[config.mk]
export PLATFORM = sky130hd
export DESIGN_NAME = transport_speed_slew_ramp_core
export DESIGN_NICKNAME = d
export VERILOG_FILES = /design/src/sv/tssr_pkg.sv /design/src/sv/transport_speed_slew_ramp_core.sv /design/src/sv/tssr_div.sv /design/src/sv/tssr_dp.sv /design/src/sv/tssr_ctrl.sv
export SDC_FILE = /design/constraint.sdc
export NUM_CORES = 2
export LEC_CHECK = 0
export BUFFER_PORTS_ARGS = -buffer_cell sky130_fd_sc_hd__buf_4
export CAP_MARGIN = 10
export CORE_ASPECT_RATIO = 0.5
export CORE_MARGIN = 3
export CORE_UTILIZATION = 60
export CTS_BUF_LIST = sky130_fd_sc_hd__clkbuf_4 sky130_fd_sc_hd__clkbuf_8 sky130_fd_sc_hd__clkbuf_16
export DETAILED_ROUTE_END_ITERATION = 10
export PLACE_DENSITY = 0.77
export SYNTH_ARGS = -nofsm -noshare
export SYNTH_HDL_FRONTEND = slang
export SYNTH_HIERARCHICAL = 1
export SYNTH_SLANG_ARGS = --single-unit
[constraint.sdc]
create_clock -name i_clk -period 11.45 [get_ports i_clk]
set_clock_uncertainty 0.1 [all_clocks]
set_input_delay 2.29 -clock i_clk [delete_from_list [all_inputs] [get_ports i_clk]]
set_output_delay 2.29 -clock i_clk [all_outputs]
set_load 0.05 [all_outputs]
[src/sv/tssr_pkg.sv]
`default_nettype none

package tssr_pkg;

    localparam int FRAC_BITS = 16;
    localparam int SPD_W     = 25;
    localparam int CFG_W     = 24;
    localparam int STEP_W    = 28;
    localparam int NUM_W     = 2 * CFG_W;
    localparam int DEN_W     = 22;
    localparam int DIV_BITS  = 2;
    localparam int DIV_ITERS = STEP_W / DIV_BITS;
    localparam int CNT_W     = $clog2(DIV_ITERS);
    localparam int CFG_IDX_W = 2;

    localparam int ONE_Q = 1 << FRAC_BITS;

    localparam logic [SPD_W-1:0] ONE_V     = SPD_W'(ONE_Q);
    localparam logic [SPD_W-1:0] TH_STOP   = SPD_W'((ONE_Q + 50) / 100);
    localparam logic [SPD_W-1:0] TH_PLAY   = SPD_W'((11 * ONE_Q + 5) / 10);
    localparam logic [SPD_W-1:0] TH_NEAR0  = SPD_W'((ONE_Q + 10) / 20);
    localparam logic [SPD_W-1:0] TH_REV    = SPD_W'((ONE_Q + 500) / 1000);
    localparam logic [SPD_W-1:0] TH_SHUT   = SPD_W'((3 * ONE_Q + 1) / 2);
    localparam logic [SPD_W-1:0] TH_SILENT = SPD_W'((2 * ONE_Q + 500) / 1000);
    localparam logic [SPD_W-1:0] INR_LO    = SPD_W'(15 * ONE_Q);
    localparam logic [SPD_W-1:0] INR_HI    = SPD_W'(60 * ONE_Q);
    localparam logic [SPD_W-1:0] MAX_REEL  = SPD_W'((1 << (SPD_W - 1)) - 1);
    localparam logic [DEN_W-1:0] DEN_ALT   = DEN_W'(39);

    localparam logic [CFG_W-1:0] BRAKE_RST   = CFG_W'(93207);
    localparam logic [CFG_W-1:0] PLAY_RST    = CFG_W'(582);
    localparam logic [CFG_W-1:0] SHUTTLE_RST = CFG_W'(55924);

    localparam logic [CFG_IDX_W-1:0] CFG_BRAKE   = 2'd0;
    localparam logic [CFG_IDX_W-1:0] CFG_PLAY    = 2'd1;
    localparam logic [CFG_IDX_W-1:0] CFG_SHUTTLE = 2'd2;

    typedef struct packed {
        logic take;
        logic sel;
        logic ld_alt;
        logic div_step;
        logic alt;
        logic ld_inr;
        logic quo;
        logic ramp;
    } t_cmd;

    typedef struct packed {
        logic need_alt;
        logic need_inr;
        logic div_last;
    } t_stat;

endpackage

`default_nettype wire

[src/sv/transport_speed_slew_ramp_core.sv]
// Each input beat is taken in IDLE, then the step is selected (SEL); when shuttling down
// into play a multiply and a radix-4 divide by 39 follow, and when |speed| > 15 an
// inertia divide follows. One item in flight: a new beat is taken only after the result
// is registered, and both divides use the shared two-bit-per-cycle divider.
// Reset (synchronous, active low): speed zero, direction forward, configuration
// step registers at their defaults, no result pending.
`default_nettype none

module transport_speed_slew_ramp_core (
    input  wire logic                                 i_clk,
    input  wire logic                                 i_rst_n,
    input  wire logic                                 i_in_valid,
    output logic                                      o_in_ready,
    input  wire logic signed [tssr_pkg::SPD_W-1:0]    i_target_speed,
    output logic                                      o_out_valid,
    input  wire logic                                 i_out_ready,
    output logic signed [tssr_pkg::SPD_W-1:0]         o_new_speed,
    output logic signed [tssr_pkg::SPD_W-1:0]         o_reel_speed,
    output logic                                      o_reversed,
    output logic                                      o_silent,
    input  wire logic                                 i_cfg_valid,
    output logic                                      o_cfg_ready,
    input  wire logic [tssr_pkg::CFG_IDX_W-1:0]       i_cfg_index,
    input  wire logic [tssr_pkg::CFG_W-1:0]           i_cfg_data
);
    import tssr_pkg::*;

    t_cmd  w_cmd;
    t_stat w_stat;

    assign o_cfg_ready = 1'b1;

    tssr_ctrl u_ctrl (
        .i_clk       (i_clk),
        .i_rst_n     (i_rst_n),
        .i_in_valid  (i_in_valid),
        .o_in_ready  (o_in_ready),
        .o_out_valid (o_out_valid),
        .i_out_ready (i_out_ready),
        .i_stat      (w_stat),
        .o_cmd       (w_cmd)
    );

    tssr_dp u_dp (
        .i_clk          (i_clk),
        .i_rst_n        (i_rst_n),
        .i_cmd          (w_cmd),
        .o_stat         (w_stat),
        .i_target_speed (i_target_speed),
        .i_cfg_we       (i_cfg_valid),
        .i_cfg_index    (i_cfg_index),
        .i_cfg_data     (i_cfg_data),
        .o_new_speed    (o_new_speed),
        .o_reel_speed   (o_reel_speed),
        .o_reversed     (o_reversed),
        .o_silent       (o_silent)
    );

endmodule

`default_nettype wire

[src/sv/tssr_div.sv]
`default_nettype none

module tssr_div (
    input  wire logic                          i_clk,
    input  wire logic                          i_rst_n,
    input  wire logic                          i_load,
    input  wire logic                          i_step,
    input  wire logic [tssr_pkg::NUM_W-1:0]    i_num,
    input  wire logic [tssr_pkg::DEN_W-1:0]    i_den,
    output logic      [tssr_pkg::STEP_W-1:0]   o_quo,
    output logic                               o_last
);
    import tssr_pkg::*;

    logic [DEN_W-1:0]  r_rem, n_rem;
    logic [STEP_W-1:0] r_nlo, n_nlo;
    logic [DEN_W-1:0]  r_den;
    logic [CNT_W-1:0]  r_cnt;
    logic [DEN_W:0]    w_trial;
    logic              w_take;

    always_comb begin
        n_rem   = r_rem;
        n_nlo   = r_nlo;
        w_trial = '0;
        w_take  = 1'b0;
        for (int k = 0; k < DIV_BITS; k++) begin
            w_trial = {n_rem, n_nlo[STEP_W-1]};
            w_take  = (w_trial >= {1'b0, r_den});
            n_rem   = w_take ? DEN_W'(w_trial - {1'b0, r_den}) : DEN_W'(w_trial);
            n_nlo   = {n_nlo[STEP_W-2:0], w_take};
        end
    end

    always_ff @(posedge i_clk) begin
        if (!i_rst_n) begin
            r_cnt <= '0;
        end else if (i_load) begin
            r_cnt <= '0;
        end else if (i_step) begin
            r_cnt <= r_cnt + CNT_W'(1);
        end
    end

    always_ff @(posedge i_clk) begin
        if (i_load) begin
            r_rem <= {{(DEN_W - (NUM_W - STEP_W)){1'b0}}, i_num[NUM_W-1:STEP_W]};
            r_nlo <= i_num[STEP_W-1:0];
            r_den <= i_den;
        end else if (i_step) begin
            r_rem <= n_rem;
            r_nlo <= n_nlo;
        end
    end

    assign o_quo  = r_nlo;
    assign o_last = (r_cnt == CNT_W'(DIV_ITERS - 1));

endmodule

`default_nettype wire

[src/sv/tssr_dp.sv]
`default_nettype none

module tssr_dp (
    input  wire logic                                 i_clk,
    input  wire logic                                 i_rst_n,
    input  wire tssr_pkg::t_cmd                       i_cmd,
    output tssr_pkg::t_stat                           o_stat,
    input  wire logic signed [tssr_pkg::SPD_W-1:0]    i_target_speed,
    input  wire logic                                 i_cfg_we,
    input  wire logic [tssr_pkg::CFG_IDX_W-1:0]       i_cfg_index,
    input  wire logic [tssr_pkg::CFG_W-1:0]           i_cfg_data,
    output logic signed [tssr_pkg::SPD_W-1:0]         o_new_speed,
    output logic signed [tssr_pkg::SPD_W-1:0]         o_reel_speed,
    output logic                                      o_reversed,
    output logic                                      o_silent
);
    import tssr_pkg::*;

    localparam int XW   = STEP_W + 1;
    localparam int N15W = STEP_W + 4;

    logic [CFG_W-1:0]  r_brake, r_play, r_shuttle;
    logic [SPD_W-1:0]  r_tgt, r_cur, n_cur;
    logic              r_rev, n_rev;
    logic [STEP_W-1:0] r_step;
    logic [NUM_W-1:0]  r_prod;
    logic [SPD_W-1:0]  r_o_tape, r_o_reel;
    logic              r_o_rev, r_o_silent;

    logic [SPD_W-1:0]  w_tm, w_cm, w_cm_m1, w_nm, w_reel;
    logic              w_stop, w_play_t, w_play_c, w_near0, w_same, w_faster;
    logic [CFG_W-1:0]  w_base;
    logic [NUM_W-1:0]  w_prod, w_num;
    logic [N15W-1:0]   w_n15;
    logic [DEN_W-1:0]  w_den;
    logic [STEP_W-1:0] w_quo, w_play_x, w_alt;
    logic              w_div_last;
    logic [XW-1:0]     w_tgt_x, w_cur_x, w_step_x, w_diff, w_dmag, w_new_x;
    logic              w_want;

    assign w_tm = r_tgt[SPD_W-1] ? (~r_tgt + SPD_W'(1)) : r_tgt;
    assign w_cm = r_cur[SPD_W-1] ? (~r_cur + SPD_W'(1)) : r_cur;

    assign w_stop   = (w_tm < TH_STOP);
    assign w_play_t = (w_tm <= TH_PLAY);
    assign w_play_c = (w_cm <= TH_PLAY);
    assign w_near0  = (w_cm < TH_NEAR0);
    assign w_same   = (r_tgt[SPD_W-1] == r_cur[SPD_W-1]);
    assign w_faster = (w_tm > w_cm);

    always_comb begin
        if (w_stop) begin
            w_base = r_brake;
        end else if (w_play_t) begin
            w_base = r_play;
        end else if (w_near0 || (w_same && w_faster)) begin
            w_base = r_shuttle;
        end else begin
            w_base = r_brake;
        end
    end

    assign w_cm_m1 = w_cm - ONE_V;
    assign w_prod  = r_brake * w_cm_m1[CFG_W-1:0];

    assign w_n15 = {r_step, 4'b0000} - {4'b0000, r_step};
    assign w_num = i_cmd.ld_alt ? NUM_W'(r_prod >> FRAC_BITS)
                                : (NUM_W'(w_n15) << FRAC_BITS);
    assign w_den = i_cmd.ld_alt ? DEN_ALT
                 : ((w_cm < INR_HI) ? w_cm[DEN_W-1:0] : INR_HI[DEN_W-1:0]);

    tssr_div u_div (
        .i_clk   (i_clk),
        .i_rst_n (i_rst_n),
        .i_load  (i_cmd.ld_alt | i_cmd.ld_inr),
        .i_step  (i_cmd.div_step),
        .i_num   (w_num),
        .i_den   (w_den),
        .o_quo   (w_quo),
        .o_last  (w_div_last)
    );

    assign w_play_x = {{(STEP_W - CFG_W){1'b0}}, r_play};
    assign w_alt    = (w_quo > w_play_x) ? w_quo : w_play_x;

    assign w_tgt_x  = {{(XW - SPD_W){r_tgt[SPD_W-1]}}, r_tgt};
    assign w_cur_x  = {{(XW - SPD_W){r_cur[SPD_W-1]}}, r_cur};
    assign w_step_x = {1'b0, r_step};
    assign w_diff   = w_tgt_x - w_cur_x;
    assign w_dmag   = w_diff[XW-1] ? (~w_diff + XW'(1)) : w_diff;

    always_comb begin
        if (w_dmag <= w_step_x) begin
            w_new_x = w_tgt_x;
        end else if (w_diff[XW-1]) begin
            w_new_x = w_cur_x - w_step_x;
        end else begin
            w_new_x = w_cur_x + w_step_x;
        end
    end

    assign n_cur  = w_new_x[SPD_W-1:0];
    assign w_nm   = n_cur[SPD_W-1] ? (~n_cur + SPD_W'(1)) : n_cur;
    assign w_reel = r_rev ? (~w_nm + SPD_W'(1))
                          : ((w_nm > MAX_REEL) ? MAX_REEL : w_nm);
    assign w_want = n_cur[SPD_W-1] && (w_nm > TH_REV);
    assign n_rev  = ((w_want != r_rev) && ((w_tm > TH_SHUT) || (w_nm < TH_NEAR0)))
                  ? w_want : r_rev;

    always_ff @(posedge i_clk) begin
        if (!i_rst_n) begin
            r_brake   <= BRAKE_RST;
            r_play    <= PLAY_RST;
            r_shuttle <= SHUTTLE_RST;
            r_cur     <= '0;
            r_rev     <= 1'b0;
        end else begin
            if (i_cfg_we) begin
                unique case (i_cfg_index)
                    CFG_BRAKE:   r_brake   <= i_cfg_data;
                    CFG_PLAY:    r_play    <= i_cfg_data;
                    CFG_SHUTTLE: r_shuttle <= i_cfg_data;
                    default: ;
                endcase
            end
            if (i_cmd.ramp) begin
                r_cur <= n_cur;
                r_rev <= n_rev;
            end
        end
    end

    always_ff @(posedge i_clk) begin
        if (i_cmd.take) begin
            r_tgt <= i_target_speed;
        end
        if (i_cmd.sel) begin
            r_step <= {{(STEP_W - CFG_W){1'b0}}, w_base};
            r_prod <= w_prod;
        end else if (i_cmd.alt) begin
            r_step <= w_alt;
        end else if (i_cmd.quo) begin
            r_step <= w_quo;
        end
        if (i_cmd.ramp) begin
            r_o_tape   <= n_cur;
            r_o_reel   <= w_reel;
            r_o_rev    <= n_rev;
            r_o_silent <= (w_nm < TH_SILENT);
        end
    end

    assign o_stat.need_alt = !w_stop && w_play_t && !w_play_c;
    assign o_stat.need_inr = (w_cm > INR_LO);
    assign o_stat.div_last = w_div_last;

    assign o_new_speed  = r_o_tape;
    assign o_reel_speed = r_o_reel;
    assign o_reversed   = r_o_rev;
    assign o_silent     = r_o_silent;

endmodule

`default_nettype wire

[src/sv/tssr_ctrl.sv]
`default_nettype none

module tssr_ctrl (
    input  wire logic             i_clk,
    input  wire logic             i_rst_n,
    input  wire logic             i_in_valid,
    output logic                  o_in_ready,
    output logic                  o_out_valid,
    input  wire logic             i_out_ready,
    input  wire tssr_pkg::t_stat  i_stat,
    output tssr_pkg::t_cmd        o_cmd
);
    import tssr_pkg::*;

    localparam logic [3:0] S_IDLE = 4'd0;
    localparam logic [3:0] S_SEL  = 4'd1;
    localparam logic [3:0] S_MUL  = 4'd2;
    localparam logic [3:0] S_DIV1 = 4'd3;
    localparam logic [3:0] S_ALT  = 4'd4;
    localparam logic [3:0] S_INR  = 4'd5;
    localparam logic [3:0] S_DIV2 = 4'd6;
    localparam logic [3:0] S_QUO  = 4'd7;
    localparam logic [3:0] S_RAMP = 4'd8;

    logic [3:0] r_state, n_state;
    logic       r_out_valid, n_out_valid;
    t_cmd       w_cmd;

    always_comb begin
        n_state     = r_state;
        n_out_valid = r_out_valid && !i_out_ready;
        w_cmd       = '0;
        unique case (r_state)
            S_IDLE: begin
                if (i_in_valid) begin
                    w_cmd.take = 1'b1;
                    n_state    = S_SEL;
                end
            end
            S_SEL: begin
                w_cmd.sel = 1'b1;
                n_state   = i_stat.need_alt ? S_MUL : S_INR;
            end
            S_MUL: begin
                w_cmd.ld_alt = 1'b1;
                n_state      = S_DIV1;
            end
            S_DIV1: begin
                w_cmd.div_step = 1'b1;
                if (i_stat.div_last) begin
                    n_state = S_ALT;
                end
            end
            S_ALT: begin
                w_cmd.alt = 1'b1;
                n_state   = S_INR;
            end
            S_INR: begin
                if (i_stat.need_inr) begin
                    w_cmd.ld_inr = 1'b1;
                    n_state      = S_DIV2;
                end else begin
                    n_state = S_RAMP;
                end
            end
            S_DIV2: begin
                w_cmd.div_step = 1'b1;
                if (i_stat.div_last) begin
                    n_state = S_QUO;
                end
            end
            S_QUO: begin
                w_cmd.quo = 1'b1;
                n_state   = S_RAMP;
            end
            S_RAMP: begin
                // hold until the output register frees up
                if (!r_out_valid || i_out_ready) begin
                    w_cmd.ramp  = 1'b1;
                    n_out_valid = 1'b1;
                    n_state     = S_IDLE;
                end
            end
            default: n_state = S_IDLE;
        endcase
    end

    always_ff @(posedge i_clk) begin
        if (!i_rst_n) begin
            r_state     <= S_IDLE;
            r_out_valid <= 1'b0;
        end else begin
            r_state     <= n_state;
            r_out_valid <= n_out_valid;
        end
    end

    assign o_in_ready  = (r_state == S_IDLE);
    assign o_out_valid = r_out_valid;
    assign o_cmd       = w_cmd;

    a_ramp_free: assert property (@(posedge i_clk) disable iff (!i_rst_n)
        w_cmd.ramp |-> (!r_out_valid || i_out_ready))
        else $error("result written over a beat not yet taken");

    a_ramp_done: assert property (@(posedge i_clk) disable iff (!i_rst_n)
        w_cmd.ramp |=> (r_out_valid && r_state == S_IDLE))
        else $error("result not presented after ramp");

    a_div_exit: assert property (@(posedge i_clk) disable iff (!i_rst_n)
        (r_state == S_DIV1 && i_stat.div_last) |=> (r_state == S_ALT))
        else $error("divider exit missed");

    a_take_sel: assert property (@(posedge i_clk) disable iff (!i_rst_n)
        (i_in_valid && o_in_ready) |=> (r_state == S_SEL && !o_in_ready))
        else $error("accepted beat not processed");

endmodule

`default_nettype wire

---- Word level (Yosys, flattened, before mapping) ----
Index checks and enable logic that the tools add are counted.
operators by class
  add/sub/neg operators ................... 13
  multipliers ............................. 1
  order comparisons ....................... 16
  eq/ne operators ......................... 17
  mux-type cells .......................... 44
  bitwise operators ....................... 8
  reductions and logical operators ........ 25
operator list
  cell                   number
  $mux 25                7
  $mux 28                5
  $add 25x1->25 const B  4
  $not 25->25            4
  $mux 24                4
  $mux 22                3
  $le 25x17->1 const B   2
  $lt 25x12->1 const B   2
  $mul 24x24->48         1
  $mux 48                1
  $ge 23x22->1           2
  $sub 22x22->22         2
  $mux 20                2
  $pmux 4 s9             1
  $sub 32x28->32         1
  $add 29x1->29 const B  1
  $le 29x28->1           1
  $mux 29                1
  $not 29->29            1
  $gt 28x24->1           1
  $sub 25x25->26         1
  $add 25x25->25         1
  $gt 25x17->1 const B   1
  $gt 25x20->1 const B   1
  34 further kinds       74
storage, ports and cells
  register bits after elaboration ......... 332
  bits of input ports ..................... 56
  output and inout bits ................... 55
  logic and storage cells ................. 145

---- Depth between registers and ports, before layout ----
  depth after elaboration ................. 14
  mapped depth ............................ 44
  mapped depth without buffers ............ 38

---- Hierarchy ----
The synthesis kept the hierarchy.
by module, submodules not included
  module                          times used  cells an instance  area an instance (um2)  sequential area each (um2)
  tssr_dp                         1           4379               37469.7                 6035.8
  tssr_div                        1           553                5724.2                  2222.1
  tssr_ctrl                       1           50                 432.9                   100.1
  transport_speed_slew_ramp_core  1           2                  11.3                    0.0

---- Worst setup path after synthesis ----
No wires, ideal clock.
  path type ............................... reg-to-reg
  from .................................... register u_dp.r_cur[3]
  to ...................................... register u_dp.r_prod[47], data pin
  data arrival time ....................... 9.738 ns
  path slack .............................. 1.352 ns
  cell stages (with the launch flop) ...... 38
  buffers on the path ..................... 3
  clock period less this slack ............ 10.098 ns
  cells stage by stage .................... dfxtp_1 or4_1 or4_1 nor2_1 nand4_1 o21ai_0 xnor2_1 clkbuf_1 buf_1 ha_1 nand4_1 xor2_1 clkbuf_1 and2_1 fa_1 inv_1 fa_1 fa_1 [... 2 more ...] fa_1 inv_1 fa_1 fa_1 inv_1 ha_1 a21o_1 a21o_1 a221oi_1 o22ai_1 o2111ai_1 nand4_1 nand2_1 o21ai_0 o221a_2 a21o_1 a21oi_1 xnor2_1
on the way
  longest elaborated chain between the ends .. 5
RTL lines
  element                   line            RTL
  start: declaration        tssr_dp.sv:23   logic [SPD_W-1:0] r_tgt, r_cur, n_cur;
  start signal: assignment  tssr_dp.sv:127  r_cur <= n_cur;
  $not 25->25               tssr_dp.sv:42   assign w_cm = r_cur[SPD_W-1] ? (~r_cur + SPD_W'(1)) : r_cur;
  $add 25x1->25             tssr_dp.sv:42
  $mux 25 (*)               tssr_dp.sv:42
  $sub 24x17->24 (*)        tssr_dp.sv:63   assign w_cm_m1 = w_cm - ONE_V;
  $mul 24x24->48 (*)        tssr_dp.sv:64   assign w_prod = r_brake * w_cm_m1[CFG_W-1:0];
  net u_dp.w_prod[47]       tssr_dp.sv:33   logic [NUM_W-1:0] w_prod, w_num;
  end signal: assignment    tssr_dp.sv:139  r_prod <= w_prod;
  end: declaration          tssr_dp.sv:26   logic [NUM_W-1:0] r_prod;
The timed path passes the listed nets; every way through them passes the cells marked *.
A chain may end at the register's enable or synchronous reset.

---- Worst setup path in the final report ----
Ends and elaborated chain as after synthesis.

==> run summary <==
The average cell area after synthesis came out at 8.756 um^2. The kind of start point of the critical path is a flip-flop. The upper clock frequency limit is 92.92 MHz, and the total congestion overflow after global routing is 0. The complex-gate fraction of the synthesized area is 13.07%, and the adder-cell share of the synthesized area is 33.00%.

The number of global-route vias before repair was 37,747; the detailed router's first-iteration violation count was 3,821. The number of clock sinks seen by CTS came out at 316. The run gives 0 as the final-report max-slew violation count. For the maximum number of pins on one net before global-route repair, the log shows 85. Leaving out fill and tap cells, the most frequent cell in the layout is inv_1.

The clock passes through at most 3 buffers. In this run, synthesis inferred 203 flip-flops with an integrated enable. The worst setup path is captured at a flip-flop. The share of cell area taken by muxes after synthesis is 2.730%.

Launch point of the worst reg-to-reg path: u_dp/r_cur[3]. After routing the design area is 46,890 um^2. TritonCTS created 34 clock buffers.

Of the total power, the share spent switching nets is 47.21%. The logs give 4,984 for the number of standard cells after synthesis and 0 for the hold-fix buffer count after cts. The cell family contributing the most delay on the critical path is adder cells. Routed via count divided by cell count: 6.233. The floorplan has 69 rows.

Of the total power, combinational logic draws 69.8%. For this run, the register share of the synthesized area comes to 19.15%. The tree is rooted in a clkbuf_16. The final route contains 37,348 vias.

The post-synthesis xor/xnor area fraction is 4.995%, and the H-tree level count is 2. Power spread over the standard cell area amounts to 198.0 nW/um^2. In this run the most critical hold path is launched from u_dp/r_brake[17]. Fill cells in the final layout number 5,855. Per report_power, the clock group accounts for 12.1% of the total.

The register bit total from synthesis was 316; the routed length on met1 was 56.23 mm. The logs give 690 ps for the worst-case register-to-register setup slack and 136.3 mm for the overall routed net length. Area occupied by multi-input gates: 31,850 um^2.

The final critical path takes up 93.99% of the cycle. The placed standard-cell area is 45,760 um^2. The sink of the worst hold path is u_dp/r_brake[17].

Data on the critical path is required at its endpoint by 11,650 ps. The time the worst path needs with I/O delays and setup is 10,760 ps. During synthesis, Yosys emitted a total of 6 warnings.

The remaining max-slew budget at the tightest pin is 11.25%. In this run the critical register-to-register path is captured at u_dp/r_prod[47]. The clock reaches the later pin of the worst-skew pair after 570 ps. The most numerous cell type found on the critical path is fa_1. Setup repair after global routing left no endpoint under its margin.

The top cell types in the final layout, fill and taps aside, are 738 x inv_1, 677 x nand2_1, 485 x fa_1, 375 x ha_1, 246 x and2_1. The slowest stage cell on the critical path is or4_1. The first global-routing pass estimated 213.6 mm of wire. For the worst flop-to-flop path, the logic depth is 35. In the final routed layout, each cell accounts on average for 22.74 um. In the global route stage, overall resource usage came out at 35.84%. Summed over all nets, the switching power comes to 4.384 mW. Summed over all cells, the static leakage comes to 21.41 nW. The final-report hold violation count is 0, and the full die area is 76,200 um^2. The count of buffers added on input and output ports is 109.

The flow ran to the end, and the final reports show no timing, DRC or antenna violations. The remaining antenna violation count is 0, and the area of the mapped netlist is 43,640 um^2. TritonCTS built the clock tree. For this run, the post-layout net count is 5,924. Along the worst path, the maximum fanout reaches 9.

The tools report the sequential fraction of design power as 18.1%. The tightest min-delay check is of the flip-flop to flip-flop type. In this run the count of I/O pins placed on the die edge is 111. The tools report the quantity of gates resized following cts as 0. Predominant post-synthesis flop cell: edfxtp_1.

The first TritonRoute pass finished after 6 iterations. The number of antenna violations at the first check in global routing was 2; the fraction of layout cells with a size suffix above 1 was 8.284%. The post-route DRC violation count was 0; the reported max-cap violation count was 0. The share of async-settable or async-resettable flops after synthesis is 0%.

The worst-case IR drop observed on VDD is 451.1 uV. Instance count along the most critical hold path: 2. Buffers added to address setup during post-CTS repair amount to 0. The logs give 71,480 um^2 for the placeable core region and 106.9 mm for the HPWL reported at the end of detailed placement. The simple-gate portion of the synthesized area is 18.61%. The uppermost metal layer occupied by signal nets is met5. After synthesis, the largest family of logic cells by area is adder cells. The setup violation total in the final timing report was 0. Data arrives at the worst endpoint at 10,960 ps. Internal power comes to 4.902 mW. The critical path's largest stage delay was 620 ps; the number of distinct library cells after synthesis was 119.

For this configuration, the core starts out at a cell density of 61.05%. Compared with the post-synthesis result, the final layout area differs by 7.460%. Detailed routing placed a total of 59.61 mm of wire on met2. The clock-pin slew on the worst setup and hold paths was 60 ps; the sequential cell area was 8358 um^2. The floorplan step set the die height to 196.7 um. The actual transition at the worst max-transition pin was 1327 ps; the final weighted congestion in routability-driven placement was 0.9760. The run gives 0 ps as the final total negative setup slack.

The critical path in this run is classified as flip-flop to flip-flop. Overall die width: 387.4 um. Met3 routed wirelength: 15.48 mm. The number of antenna repair diodes was 0.

Counting both buffers and inverters, the worst setup path holds a total of 4.
## metrics by stage
step / total power, mW / util [%] / cells / hold slack [ps] / setup WS (ps)
floorplan: 6.543 / - / 4985 / 331.9 / 1352
global placement: 7.868 / 64.01 / 5929 / 341.4 / 721.2
detailed placement: 8.097 / 64.01 / 5929 / 346.3 / 695.2
CTS: 9.248 / 65.56 / 5991 / 355.1 / 609.6
global route: 10.22 / 65.60 / 5992 / 372.2 / 90.81
finish: 9.286 / 65.60 / 5992 / 354.8 / 688.6
## logic make-up after synthesis
family | count (synthesis)
adder cells (fa/ha/maj) | 860
flip-flops | 316
other | 2
XOR/XNOR | 248
buffers and inverters | 965
AND/OR/NAND/NOR | 1656
multiplexers | 111
AO/OA/AOI/OAI | 826
## area by class of cell
type	count	area share [%]
multi-input combinational	3704	67.92
inverter	740	5.923
clock inverter	18	0.3442
clock buffer	44	2.025
tap	958	2.556
timing repair buffer	212	3.410
sequential	316	17.82
## Yosys cell counts (20+ instances only)
library cell / n / share of area [%]
inv_1: 738 / 6.3
nand2_1: 677 / 5.8
fa_1: 485 / 22
ha_1: 375 / 11
and2_1: 247 / 3.5
nor2_1: 245 / 2.1
edfxtp_1: 203 / 14
a21oi_1: 199 / 2.3
clkbuf_1: 196 / 1.7
xnor2_1: 183 / 3.7
o21ai_0: 131 / 1.5
dfxtp_1: 113 / 5.2
nor3_1: 76 / 0.87
nand3_1: 74 / 0.85
a21o_1: 69 / 1.2
xor2_1: 64 / 1.3
nand2b_1: 60 / 0.86
mux2i_1: 58 / 1.3
mux2_2: 48 / 1.2
nand4_1: 48 / 0.69
a211oi_1: 47 / 0.81
nor2b_1: 41 / 0.59
o21a_1: 41 / 0.71
o31ai_1: 37 / 0.64
o22ai_1: 33 / 0.47
nor4_1: 31 / 0.44
or3_1: 26 / 0.37
and3_1: 25 / 0.36
o211ai_1: 24 / 0.41
o221ai_1: 24 / 0.48
a31oi_1: 20 / 0.29
## routing by layer
metal / track usage [%] / vias up
met5: 0 / -
met4: 12.35 / 2
met3: 7.879 / 340
met2: 55.55 / 2053
met1: 50.15 / 18302
li1: - / 16651
## worst max path at each step
stage	depth (start not counted)	slack [ps]	startpoint	end
2_1_floorplan	37	1350	u_dp/r_cur[3]	u_dp/r_prod[47]
3_3_place_gp	35	720	u_dp/r_cur[3]	u_dp/r_prod[47]
3_5_place_dp	35	700	u_dp/r_cur[3]	u_dp/r_prod[47]
4_1_cts	35	610	u_dp/r_cur[3]	u_dp/r_prod[47]
5_1_grt	35	90	u_dp/r_cur[3]	u_dp/r_prod[47]
6_report	35	690	u_dp/r_cur[3]	u_dp/r_prod[47]
## power groups by stage
stage               Clock [mW]  Sequential [mW]  Combinational (mW)
global route              1.18             1.68                7.36
detailed placement           0             1.70                6.40
CTS                       1.13             1.67                6.44
floorplan                    0             1.66                4.89
finish                    1.12             1.68                6.48
global placement             0             1.70                6.17
## flip-flops by register name, summed over array words and instances (netlist names), 25 cells and up
register and flops:
u_dp/r_tgt 25, u_dp/r_cur 25, u_dp/o_new_speed 25, u_dp/r_step 28
u_dp/o_reel_speed 25, u_dp/u_div/o_quo 28, u_dp/r_prod 32
## tightest hold or removal path: stages, from the launching register on
cell and delay (ps):
dfxtp_1 310, nand2_1 50, a21oi_1 50
(Power assumes the default switching activity.)
